==> src/hsv2rgb_pkg.sv <==
// Shared types and constants for the HSV to RGB converter.
package hsv2rgb_pkg;

  // Input request: hue in degrees, saturation and value in percent.
  typedef struct packed {
    logic signed [10:0] hue;
    logic [6:0]         saturation;
    logic [6:0]         brightness_value;
  } in_t;

  // Result: 8-bit color channels.
  typedef struct packed {
    logic [7:0] red;
    logic [7:0] green;
    logic [7:0] blue;
  } out_t;

  // Six 60-degree hue bands.
  typedef enum logic [2:0] {
    SEC_RY = 3'd0,
    SEC_YG = 3'd1,
    SEC_GC = 3'd2,
    SEC_CB = 3'd3,
    SEC_BM = 3'd4,
    SEC_MR = 3'd5
  } sector_t;

  localparam int unsigned PCT_W   = 7;
  localparam int unsigned PROD_W  = 14;  // v*s and v*100 stay at or below 10000
  localparam int unsigned SUM_W   = 20;  // channel sums stay at or below 600000
  localparam int unsigned CHAN_W  = 8;
  localparam int unsigned NUM_CH  = 3;

  localparam logic [PCT_W-1:0] PCT_MAX = 7'd100;

  // Chroma, value and hue distance after the front end.
  typedef struct packed {
    logic [PROD_W-1:0] chroma;
    logic [PROD_W-1:0] v100;
    logic [5:0]        hdist;
    sector_t           sector;
  } front_t;

  // Scaled channel sums on a denominator of 600000; index 0 red, 1 green, 2 blue.
  typedef struct packed {
    logic [NUM_CH-1:0][SUM_W-1:0] ch;
  } mix_t;

endpackage

==> src/hsv2rgb_front.sv <==
// Hue wrap, percent clamp, chroma product and hue sector/distance (two stages).
module hsv2rgb_front (
  input  logic                  clk,
  input  logic                  rst_n,
  input  logic                  in_vld,
  input  hsv2rgb_pkg::in_t      in_data,
  output logic                  out_vld,
  output hsv2rgb_pkg::front_t   out_data
);

  // Stage 1: wrap hue into 0..359, clamp percentages.
  logic [11:0] hx;
  logic [23:0] hq_prod;
  logic [3:0]  hq;
  logic [11:0] hmod_full;
  logic [8:0]  hmod_nxt;
  logic [6:0]  s_nxt;
  logic [6:0]  v_nxt;

  logic        vld1_r;
  logic [8:0]  hmod_r;
  logic [6:0]  s_r;
  logic [6:0]  v_r;

  // Bias by three turns so the value is positive, then divide by 360 via reciprocal.
  assign hx        = {in_data.hue[10], in_data.hue} + 12'd1080;
  assign hq_prod   = 24'(hx) * 24'd2913;
  assign hq        = hq_prod[23:20];
  assign hmod_full = hx - 12'(hq) * 12'd360;
  assign hmod_nxt  = hmod_full[8:0];

  assign s_nxt = (in_data.saturation > hsv2rgb_pkg::PCT_MAX) ? hsv2rgb_pkg::PCT_MAX
                                                             : in_data.saturation;
  assign v_nxt = (in_data.brightness_value > hsv2rgb_pkg::PCT_MAX) ? hsv2rgb_pkg::PCT_MAX
                                                                   : in_data.brightness_value;

  always_ff @(posedge clk) begin
    if (!rst_n) begin
      vld1_r <= 1'b0;
    end else begin
      vld1_r <= in_vld;
    end
  end

  always_ff @(posedge clk) begin
    hmod_r <= hmod_nxt;
    s_r    <= s_nxt;
    v_r    <= v_nxt;
  end

  // Stage 2: sector, distance to the nearest multiple of 120 degrees, chroma and scaled value.
  hsv2rgb_pkg::sector_t sec_nxt;
  logic [8:0]           hm120;
  logic [6:0]           dev;
  logic [5:0]           dist_nxt;
  hsv2rgb_pkg::front_t  front_nxt;
  logic                 vld2_r;
  hsv2rgb_pkg::front_t  front_r;

  always_comb begin
    if (hmod_r < 9'd60) begin
      sec_nxt = hsv2rgb_pkg::SEC_RY;
    end else if (hmod_r < 9'd120) begin
      sec_nxt = hsv2rgb_pkg::SEC_YG;
    end else if (hmod_r < 9'd180) begin
      sec_nxt = hsv2rgb_pkg::SEC_GC;
    end else if (hmod_r < 9'd240) begin
      sec_nxt = hsv2rgb_pkg::SEC_CB;
    end else if (hmod_r < 9'd300) begin
      sec_nxt = hsv2rgb_pkg::SEC_BM;
    end else begin
      sec_nxt = hsv2rgb_pkg::SEC_MR;
    end

    if (hmod_r < 9'd120) begin
      hm120 = hmod_r;
    end else if (hmod_r < 9'd240) begin
      hm120 = hmod_r - 9'd120;
    end else begin
      hm120 = hmod_r - 9'd240;
    end

    dev      = (hm120[6:0] >= 7'd60) ? (hm120[6:0] - 7'd60) : (7'd60 - hm120[6:0]);
    dist_nxt = 6'(7'd60 - dev);

    front_nxt.chroma = 14'(v_r) * 14'(s_r);
    front_nxt.v100   = 14'(v_r) * 14'd100;
    front_nxt.hdist  = dist_nxt;
    front_nxt.sector = sec_nxt;
  end

  always_ff @(posedge clk) begin
    if (!rst_n) begin
      vld2_r <= 1'b0;
    end else begin
      vld2_r <= vld1_r;
    end
  end

  always_ff @(posedge clk) begin
    front_r <= front_nxt;
  end

  assign out_vld  = vld2_r;
  assign out_data = front_r;

endmodule

==> src/hsv2rgb_mix.sv <==
// Chroma, secondary and offset terms, then per-channel placement (two stages).
module hsv2rgb_mix (
  input  logic                 clk,
  input  logic                 rst_n,
  input  logic                 in_vld,
  input  hsv2rgb_pkg::front_t  in_data,
  output logic                 out_vld,
  output hsv2rgb_pkg::mix_t    out_data
);

  localparam int unsigned SW = hsv2rgb_pkg::SUM_W;

  // Stage 3: terms on a common denominator of 600000.
  logic                 vld3_r;
  logic [SW-1:0]        cc_r;
  logic [SW-1:0]        xx_r;
  logic [SW-1:0]        mm_r;
  hsv2rgb_pkg::sector_t sec_r;

  always_ff @(posedge clk) begin
    if (!rst_n) begin
      vld3_r <= 1'b0;
    end else begin
      vld3_r <= in_vld;
    end
  end

  always_ff @(posedge clk) begin
    cc_r  <= SW'(in_data.chroma) * SW'(60);
    xx_r  <= SW'(in_data.chroma) * SW'(in_data.hdist);
    mm_r  <= SW'(in_data.v100 - in_data.chroma) * SW'(60);
    sec_r <= in_data.sector;
  end

  // Stage 4: place chroma and secondary by sector, add the offset.
  hsv2rgb_pkg::mix_t mix_nxt;
  hsv2rgb_pkg::mix_t mix_r;
  logic              vld4_r;

  always_comb begin
    mix_nxt.ch[0] = mm_r;
    mix_nxt.ch[1] = mm_r;
    mix_nxt.ch[2] = mm_r;
    unique case (sec_r)
      hsv2rgb_pkg::SEC_RY: begin
        mix_nxt.ch[0] = cc_r + mm_r;
        mix_nxt.ch[1] = xx_r + mm_r;
      end
      hsv2rgb_pkg::SEC_YG: begin
        mix_nxt.ch[0] = xx_r + mm_r;
        mix_nxt.ch[1] = cc_r + mm_r;
      end
      hsv2rgb_pkg::SEC_GC: begin
        mix_nxt.ch[1] = cc_r + mm_r;
        mix_nxt.ch[2] = xx_r + mm_r;
      end
      hsv2rgb_pkg::SEC_CB: begin
        mix_nxt.ch[1] = xx_r + mm_r;
        mix_nxt.ch[2] = cc_r + mm_r;
      end
      hsv2rgb_pkg::SEC_BM: begin
        mix_nxt.ch[0] = xx_r + mm_r;
        mix_nxt.ch[2] = cc_r + mm_r;
      end
      hsv2rgb_pkg::SEC_MR: begin
        mix_nxt.ch[0] = cc_r + mm_r;
        mix_nxt.ch[2] = xx_r + mm_r;
      end
      default: begin
        mix_nxt.ch[0] = mm_r;
      end
    endcase
  end

  always_ff @(posedge clk) begin
    if (!rst_n) begin
      vld4_r <= 1'b0;
    end else begin
      vld4_r <= vld3_r;
    end
  end

  always_ff @(posedge clk) begin
    mix_r <= mix_nxt;
  end

  assign out_vld  = vld4_r;
  assign out_data = mix_r;

endmodule

==> src/hsv2rgb_scale.sv <==
// Scale each channel sum by 255/600000 with floor, in three stages.
module hsv2rgb_scale (
  input  logic               clk,
  input  logic               rst_n,
  input  logic               in_vld,
  input  hsv2rgb_pkg::mix_t  in_data,
  output logic               out_vld,
  output hsv2rgb_pkg::out_t  out_data
);

  localparam int unsigned NCH = hsv2rgb_pkg::NUM_CH;
  localparam int unsigned SW  = hsv2rgb_pkg::SUM_W;
  localparam int unsigned ZW  = 18;  // (sum*17)>>6 stays below 2^18
  localparam int unsigned PW  = 29;  // ZW + 11 bits of reciprocal
  localparam int unsigned QW  = 9;

  // floor(sum*255/600000) = floor(floor(sum*17/64)/625)
  logic               vld5_r;
  logic               vld6_r;
  logic               vld7_r;
  logic [ZW-1:0]      z_r    [NCH];
  logic [ZW-1:0]      zz_r   [NCH];
  logic [PW-1:0]      p_r    [NCH];
  logic [ZW+5:0]      y17    [NCH];
  logic [QW-1:0]      q0     [NCH];
  logic [ZW:0]        rem    [NCH];
  logic [QW:0]        q      [NCH];
  logic [7:0]         ch_nxt [NCH];
  logic [7:0]         ch_r   [NCH];

  always_comb begin
    for (int i = 0; i < NCH; i++) begin
      y17[i]    = (ZW+6)'(in_data.ch[i]) * (ZW+6)'(17);
      q0[i]     = p_r[i][PW-1:PW-QW];
      rem[i]    = (ZW+1)'(zz_r[i]) - (ZW+1)'(q0[i]) * (ZW+1)'(625);
      q[i]      = (rem[i] >= (ZW+1)'(625)) ? ((QW+1)'(q0[i]) + (QW+1)'(1))
                                           : (QW+1)'(q0[i]);
      ch_nxt[i] = (q[i] > (QW+1)'(255)) ? 8'hFF : q[i][7:0];
    end
  end

  always_ff @(posedge clk) begin
    if (!rst_n) begin
      vld5_r <= 1'b0;
      vld6_r <= 1'b0;
      vld7_r <= 1'b0;
    end else begin
      vld5_r <= in_vld;
      vld6_r <= vld5_r;
      vld7_r <= vld6_r;
    end
  end

  always_ff @(posedge clk) begin
    for (int i = 0; i < NCH; i++) begin
      z_r[i]  <= y17[i][ZW+5:6];
      p_r[i]  <= PW'(z_r[i]) * PW'(1677);
      zz_r[i] <= z_r[i];
      ch_r[i] <= ch_nxt[i];
    end
  end

  assign out_vld        = vld7_r;
  assign out_data.red   = ch_r[0];
  assign out_data.green = ch_r[1];
  assign out_data.blue  = ch_r[2];

endmodule

==> src/hsv_to_rgb_converter_top.sv <==
// Top level of the HSV to RGB converter: pipeline wiring and checks.
//
// Usage:
//   Input channel: drive a request on in_data (hue in signed degrees,
//   saturation and value in percent) and pulse start. The request is taken
//   at any rising edge where start is high and busy is low; busy is never
//   raised, so a request may arrive on every clock.
//   Result channel: out_data carries red, green and blue for exactly one
//   cycle, flagged by out_valid. The receiver cannot stall; capture it then.
//   Throughput: one request per clock, fixed by the seven-stage pipeline
//   (two front-end stages, two mixing stages, three scaling stages).
//   Results leave in request order.
//   Reset: synchronous, active low. It clears every stage's valid flag, so
//   requests in flight are dropped and no result appears until new ones
//   enter; datapath registers are left as they are.
module hsv_to_rgb_converter_top (
  input  logic               clk,
  input  logic               rst_n,
  input  logic               start,
  output logic               busy,
  input  hsv2rgb_pkg::in_t   in_data,
  output logic               out_valid,
  output hsv2rgb_pkg::out_t  out_data
);

  logic                 in_acc;
  logic                 front_vld;
  hsv2rgb_pkg::front_t  front_data;
  logic                 mix_vld;
  hsv2rgb_pkg::mix_t    mix_data;

  // Never hold off a request: every stage advances each clock.
  assign busy   = 1'b0;
  assign in_acc = start & ~busy;

  // Wrap hue, clamp percentages, form chroma and hue distance.
  hsv2rgb_front u_front (
    .clk      (clk),
    .rst_n    (rst_n),
    .in_vld   (in_acc),
    .in_data  (in_data),
    .out_vld  (front_vld),
    .out_data (front_data)
  );

  // Build the chroma, secondary and offset terms and place them per channel.
  hsv2rgb_mix u_mix (
    .clk      (clk),
    .rst_n    (rst_n),
    .in_vld   (front_vld),
    .in_data  (front_data),
    .out_vld  (mix_vld),
    .out_data (mix_data)
  );

  // Scale each channel to 8 bits with floor.
  hsv2rgb_scale u_scale (
    .clk      (clk),
    .rst_n    (rst_n),
    .in_vld   (mix_vld),
    .in_data  (mix_data),
    .out_vld  (out_valid),
    .out_data (out_data)
  );

  // Every accepted request yields its result, flagged by out_valid.
  a_latency: assert property (@(posedge clk) disable iff (!rst_n)
    in_acc |-> ##7 out_valid)
    else $error("result missing seven cycles after request");

  // A gray request (zero saturation) gives three equal channels.
  a_gray: assert property (@(posedge clk) disable iff (!rst_n)
    (in_acc && in_data.saturation == 7'd0) |-> ##7
      (out_data.red == out_data.green && out_data.green == out_data.blue))
    else $error("zero saturation gave unequal channels");

  // Zero value gives black.
  a_black: assert property (@(posedge clk) disable iff (!rst_n)
    (in_acc && in_data.brightness_value == 7'd0) |-> ##7
      (out_data.red == 8'd0 && out_data.green == 8'd0 && out_data.blue == 8'd0))
    else $error("zero value gave a nonblack result");

  // Full value and saturation at hue zero is pure red.
  a_red: assert property (@(posedge clk) disable iff (!rst_n)
    (in_acc && in_data.hue == 11'sd0 && in_data.saturation == 7'd100 &&
     in_data.brightness_value == 7'd100) |-> ##7
      (out_data.red == 8'd255 && out_data.green == 8'd0 && out_data.blue == 8'd0))
    else $error("hue zero at full saturation is not pure red");

endmodule
==> config.mk <==
export PLATFORM = sky130hd
export DESIGN_NAME = hsv_to_rgb_converter_top
export DESIGN_NICKNAME = d
export VERILOG_FILES = /design/src/hsv2rgb_pkg.sv /design/src/hsv2rgb_front.sv /design/src/hsv2rgb_mix.sv /design/src/hsv2rgb_scale.sv /design/src/hsv_to_rgb_converter_top.sv
export SDC_FILE = /design/constraint.sdc
export NUM_CORES = 2
export LEC_CHECK = 0
export BUFFER_PORTS_ARGS = -buffer_cell sky130_fd_sc_hd__buf_4
export CAP_MARGIN = 20
export CORE_MARGIN = 3
export CORE_UTILIZATION = 35
export DETAILED_ROUTE_END_ITERATION = 10
export PLACE_DENSITY = 0.52
export SLEW_MARGIN = 20
export SYNTH_ARGS = -nofsm -noshare
export SYNTH_HDL_FRONTEND = slang
export SYNTH_HIERARCHICAL = 1
export SYNTH_SLANG_ARGS = --single-unit
==> constraint.sdc <==
create_clock -name clk -period 13.6 [get_ports clk]
set_clock_uncertainty 0.05 [all_clocks]
set_input_delay 2.72 -clock clk [delete_from_list [all_inputs] [get_ports clk]]
set_output_delay 2.72 -clock clk [all_outputs]
set_load 0.02 [all_outputs]
==> impl_results.md <==
* WL final at 86,570 um
* Hold buffers post-CTS at 0
* Htree depth at 2
* Row count at 124
* Clock Sinks at 343
* DRT iter0 DRCs at 1,005
* WHS Endpoint: u_mix/sec_r[2]
* Post-synthesis compound-gate area fraction at 0.1267
* Vias at 29,090
* Top FF cell, synth: dfxtp_1
* Worst EP required at 14.03 ns
* Startpoint type of the worst setup path: primary input
* Mean Syn Cell Area at 9.292 um^2
* Gates resized, CTS repair at 0
* Core region area at 115,100 um^2
* Final setup viols at 0
* Min-delay src: u_front/out_data[2]
* Mapped cell area at 40,860 um^2
* RD Place Congestion at 0.8704
* Setup TNS at 0 ns
* Max-slew headroom at 0.3775
* Share of cells above drive strength 1 at 0.04872
* Overflow after GRT at 0
* CP endpoint kind: flop
* Most common cell on crit path: ha_1
* Yosys reg bits at 343
* Die Area at 120,900 um^2
* Worst-Skew Late Latency at 0.61 ns
* Total CTS buffers at 48
* HP Class: flop to flop
* Vias per cell at 4.843
* CP Data Arrival Time at 10.78 ns
* Critical path fanouts, max at 4
* Max Cap Violations at 0
* Syn-to-layout area delta at 9.564%
* Tightest Pin Transition at 0.9270 ns
* CP max stage cell: fa_1
* Clk slew on worst S/H paths at 0.06 ns
* DIE HEIGHT at 347.7 um
* Post-route ant nets at 0
* # DRC at 0
* Ports at 54
* First-pass GRT wire length at 148,400 um
* Status: completed
* Crit path time final at 10.35 ns
* Post-synth EDFFs at 0
* Initial core utilization at 0.3549
* Mux cell area share after synthesis at 0.008514
* RSZ-0062 raised after global routing: false
* Crit-path max cell delay at 0.53 ns
* RR Endpoint: u_scale/ch_r[0][16]
* CTS max path bufs at 3
* Reg2Reg Setup Slack at 7.33 ns
* Asr flop ratio synth at 0
* Yosys cell types at 106
* Commonest non-fill, non-tap cell in the layout: ha_1
* CP delay by family, top: adder cells
* Die W at 347.7 um
* Root buffer cell: clkbuf_16
* Main combinational cell family by area after synthesis: adder cells
* Initial antenna violation count at 0
* Setup WS post-layout at 3.253 ns
* Drt first pass iters at 5
* Largest net degree at the start of global routing at 75
* Cells after Synth at 4,397
* Vias in the first global route at 30,440
* Diodes inserted at 0
* All-Layer GR Usage at 0.1471
* Port bufs at 52
* DP HPWL at 71,470 um
* Max Clk Rate at 96.64 MHz
* WL/cell at 14.41 um
* Setup Fix Bufs, Post-CTS at 0
* Layout net count at 5,736
* Crit Path Category: primary input to flop
* Register area share after synthesis at 0.1681
* Most frequent cells in the layout: ha_1 (852), inv_1 (827), fa_1 (400)
* Setup Slack @ Placement at 2.542 ns
* Synth Area in Simple Gates at 0.1026
* Final period utilization at 0.7608
* Max Slew Vio Count at 0
* Adder-cell share of the synthesized area at 0.4572
* CTS tree: done
* Synth Area in XOR/XNOR at 0.05476
* CP bufs+invs at 5
* Cell depth of the worst hold path at 0
* Min Hold Slack at 0.2766 ns
* Reg2Reg Depth at 18
* Reg-to-reg startpoint: u_scale/p_r[0][86]
* YS warnings at 6
* Count of final hold-check violations at 0
==> cells in the mapped netlist, types with 12 or more instances <==
cell type,number,area [um^2]
nor3_1,68,340.3
nor2b_1,28,175.2
nand3_1,54,270.3
o211ai_1,19,142.6
mux2i_1,22,220.2
nand2_1,230,863.3
clkbuf_1,42,157.7
ha_1,852,10660
xnor2_1,170,1489
o221ai_1,17,148.9
dfxtp_1,343,6867
o21a_1,48,360.4
or2_2,16,100.1
a211oi_1,41,307.8
a31oi_1,26,162.7
a21o_1,69,518.0
nand2b_1,26,162.7
a22oi_1,12,90.09
o22ai_1,12,75.07
o21ai_0,128,640.6
fa_1,400,8008
nor2_1,224,840.8
nand4_1,18,112.6
and2_1,85,531.8
inv_1,827,3104
a21oi_1,217,1086
and3_1,30,187.7
xor2_1,81,709.4
or3_1,16,100.1
o21bai_1,31,232.7
==> kinds of logic (layout without fill, tap and decap cells) <==
logic type / count (synthesis) / count (layout)
AND/OR/NAND/NOR: 856 / 856
AO/OA/AOI/OAI: 771 / 771
other: 2 / 3
flip-flops: 343 / 343
multiplexers: 33 / 33
XOR/XNOR: 253 / 253
buffers and inverters: 886 / 983
adder cells (fa/ha/maj): 1253 / 1253
==> how the worst max path moves through the flow <==
stage               slack (ns)   startpoint  cells after the start                end
finish                    3.25  in_data[18]                     30  u_front/hmod_r[8]
global route              2.57  in_data[18]                     30  u_front/hmod_r[8]
CTS                       3.21  in_data[18]                     30  u_front/hmod_r[8]
detailed placement        2.54  in_data[18]                     30  u_front/hmod_r[8]
global placement          2.64  in_data[18]                     30  u_front/hmod_r[8]
floorplan                 3.68  in_data[17]                     30  u_front/hmod_r[8]
==> per-layer routing <==
layer  part of all wire  vias to the layer above  GRT usage
li1                   -                    14830          -
met1               0.48                    13870     0.1933
met2               0.47                      290     0.2545
met3              0.027                      104    0.01693
met4              0.025                        0    0.04239
met5                  0                        -          0
==> through the flow <==
| stage | utilization | instances | instance area, um^2 |
|---|---|---|---|
| finish | 0.3888 | 6007 | 44760 |
| global route | 0.3888 | 6007 | 44760 |
| CTS | 0.3888 | 6007 | 44760 |
| detailed placement | 0.3737 | 5918 | 43020 |
| global placement | 0.3737 | 5918 | 43020 |
| floorplan | - | 4398 | 40860 |
==> worst reg2reg max path, stage by stage (launching register included) <==
cell and delay, ns:
dfxtp_1 0.69, clkinv_1 0.57, fa_1 0.52, inv_1 0.08, fa_1 0.42, ha_1 0.31
ha_1 0.32, fa_1 0.50, inv_1 0.04, ha_1 0.39, o21a_1 0.14, o32ai_1 0.07
a2111oi_0 0.34, o311ai_0 0.24, nor3_1 0.22, nand4_1 0.55, and2_1 0.41, a31oi_1 0.18
o32a_1 0.18
==> flip-flops by register name, summed over array words and instances (netlist names), 20 cells and up <==
name and count:
u_scale/zz_r 48, u_front/out_data 35, u_scale/p_r 33, u_mix/out_data 60, u_scale/ch_r 24, u_mix/xx_r 20, u_scale/z_r 54
==> cell type report <==
cell class,instances,area [um^2]
timing repair buffer,66,495.5
multi-input combinational,3169,30660
clock buffer,57,1306
tap,1512,1892
sequential,343,6868
fill,11630,70360
inverter,828,3108
clock inverter,32,435.4
Power is left out: the tool's default activity adds up to more than one toggle a clock period on the data nets, which glitch-free logic cannot reach.
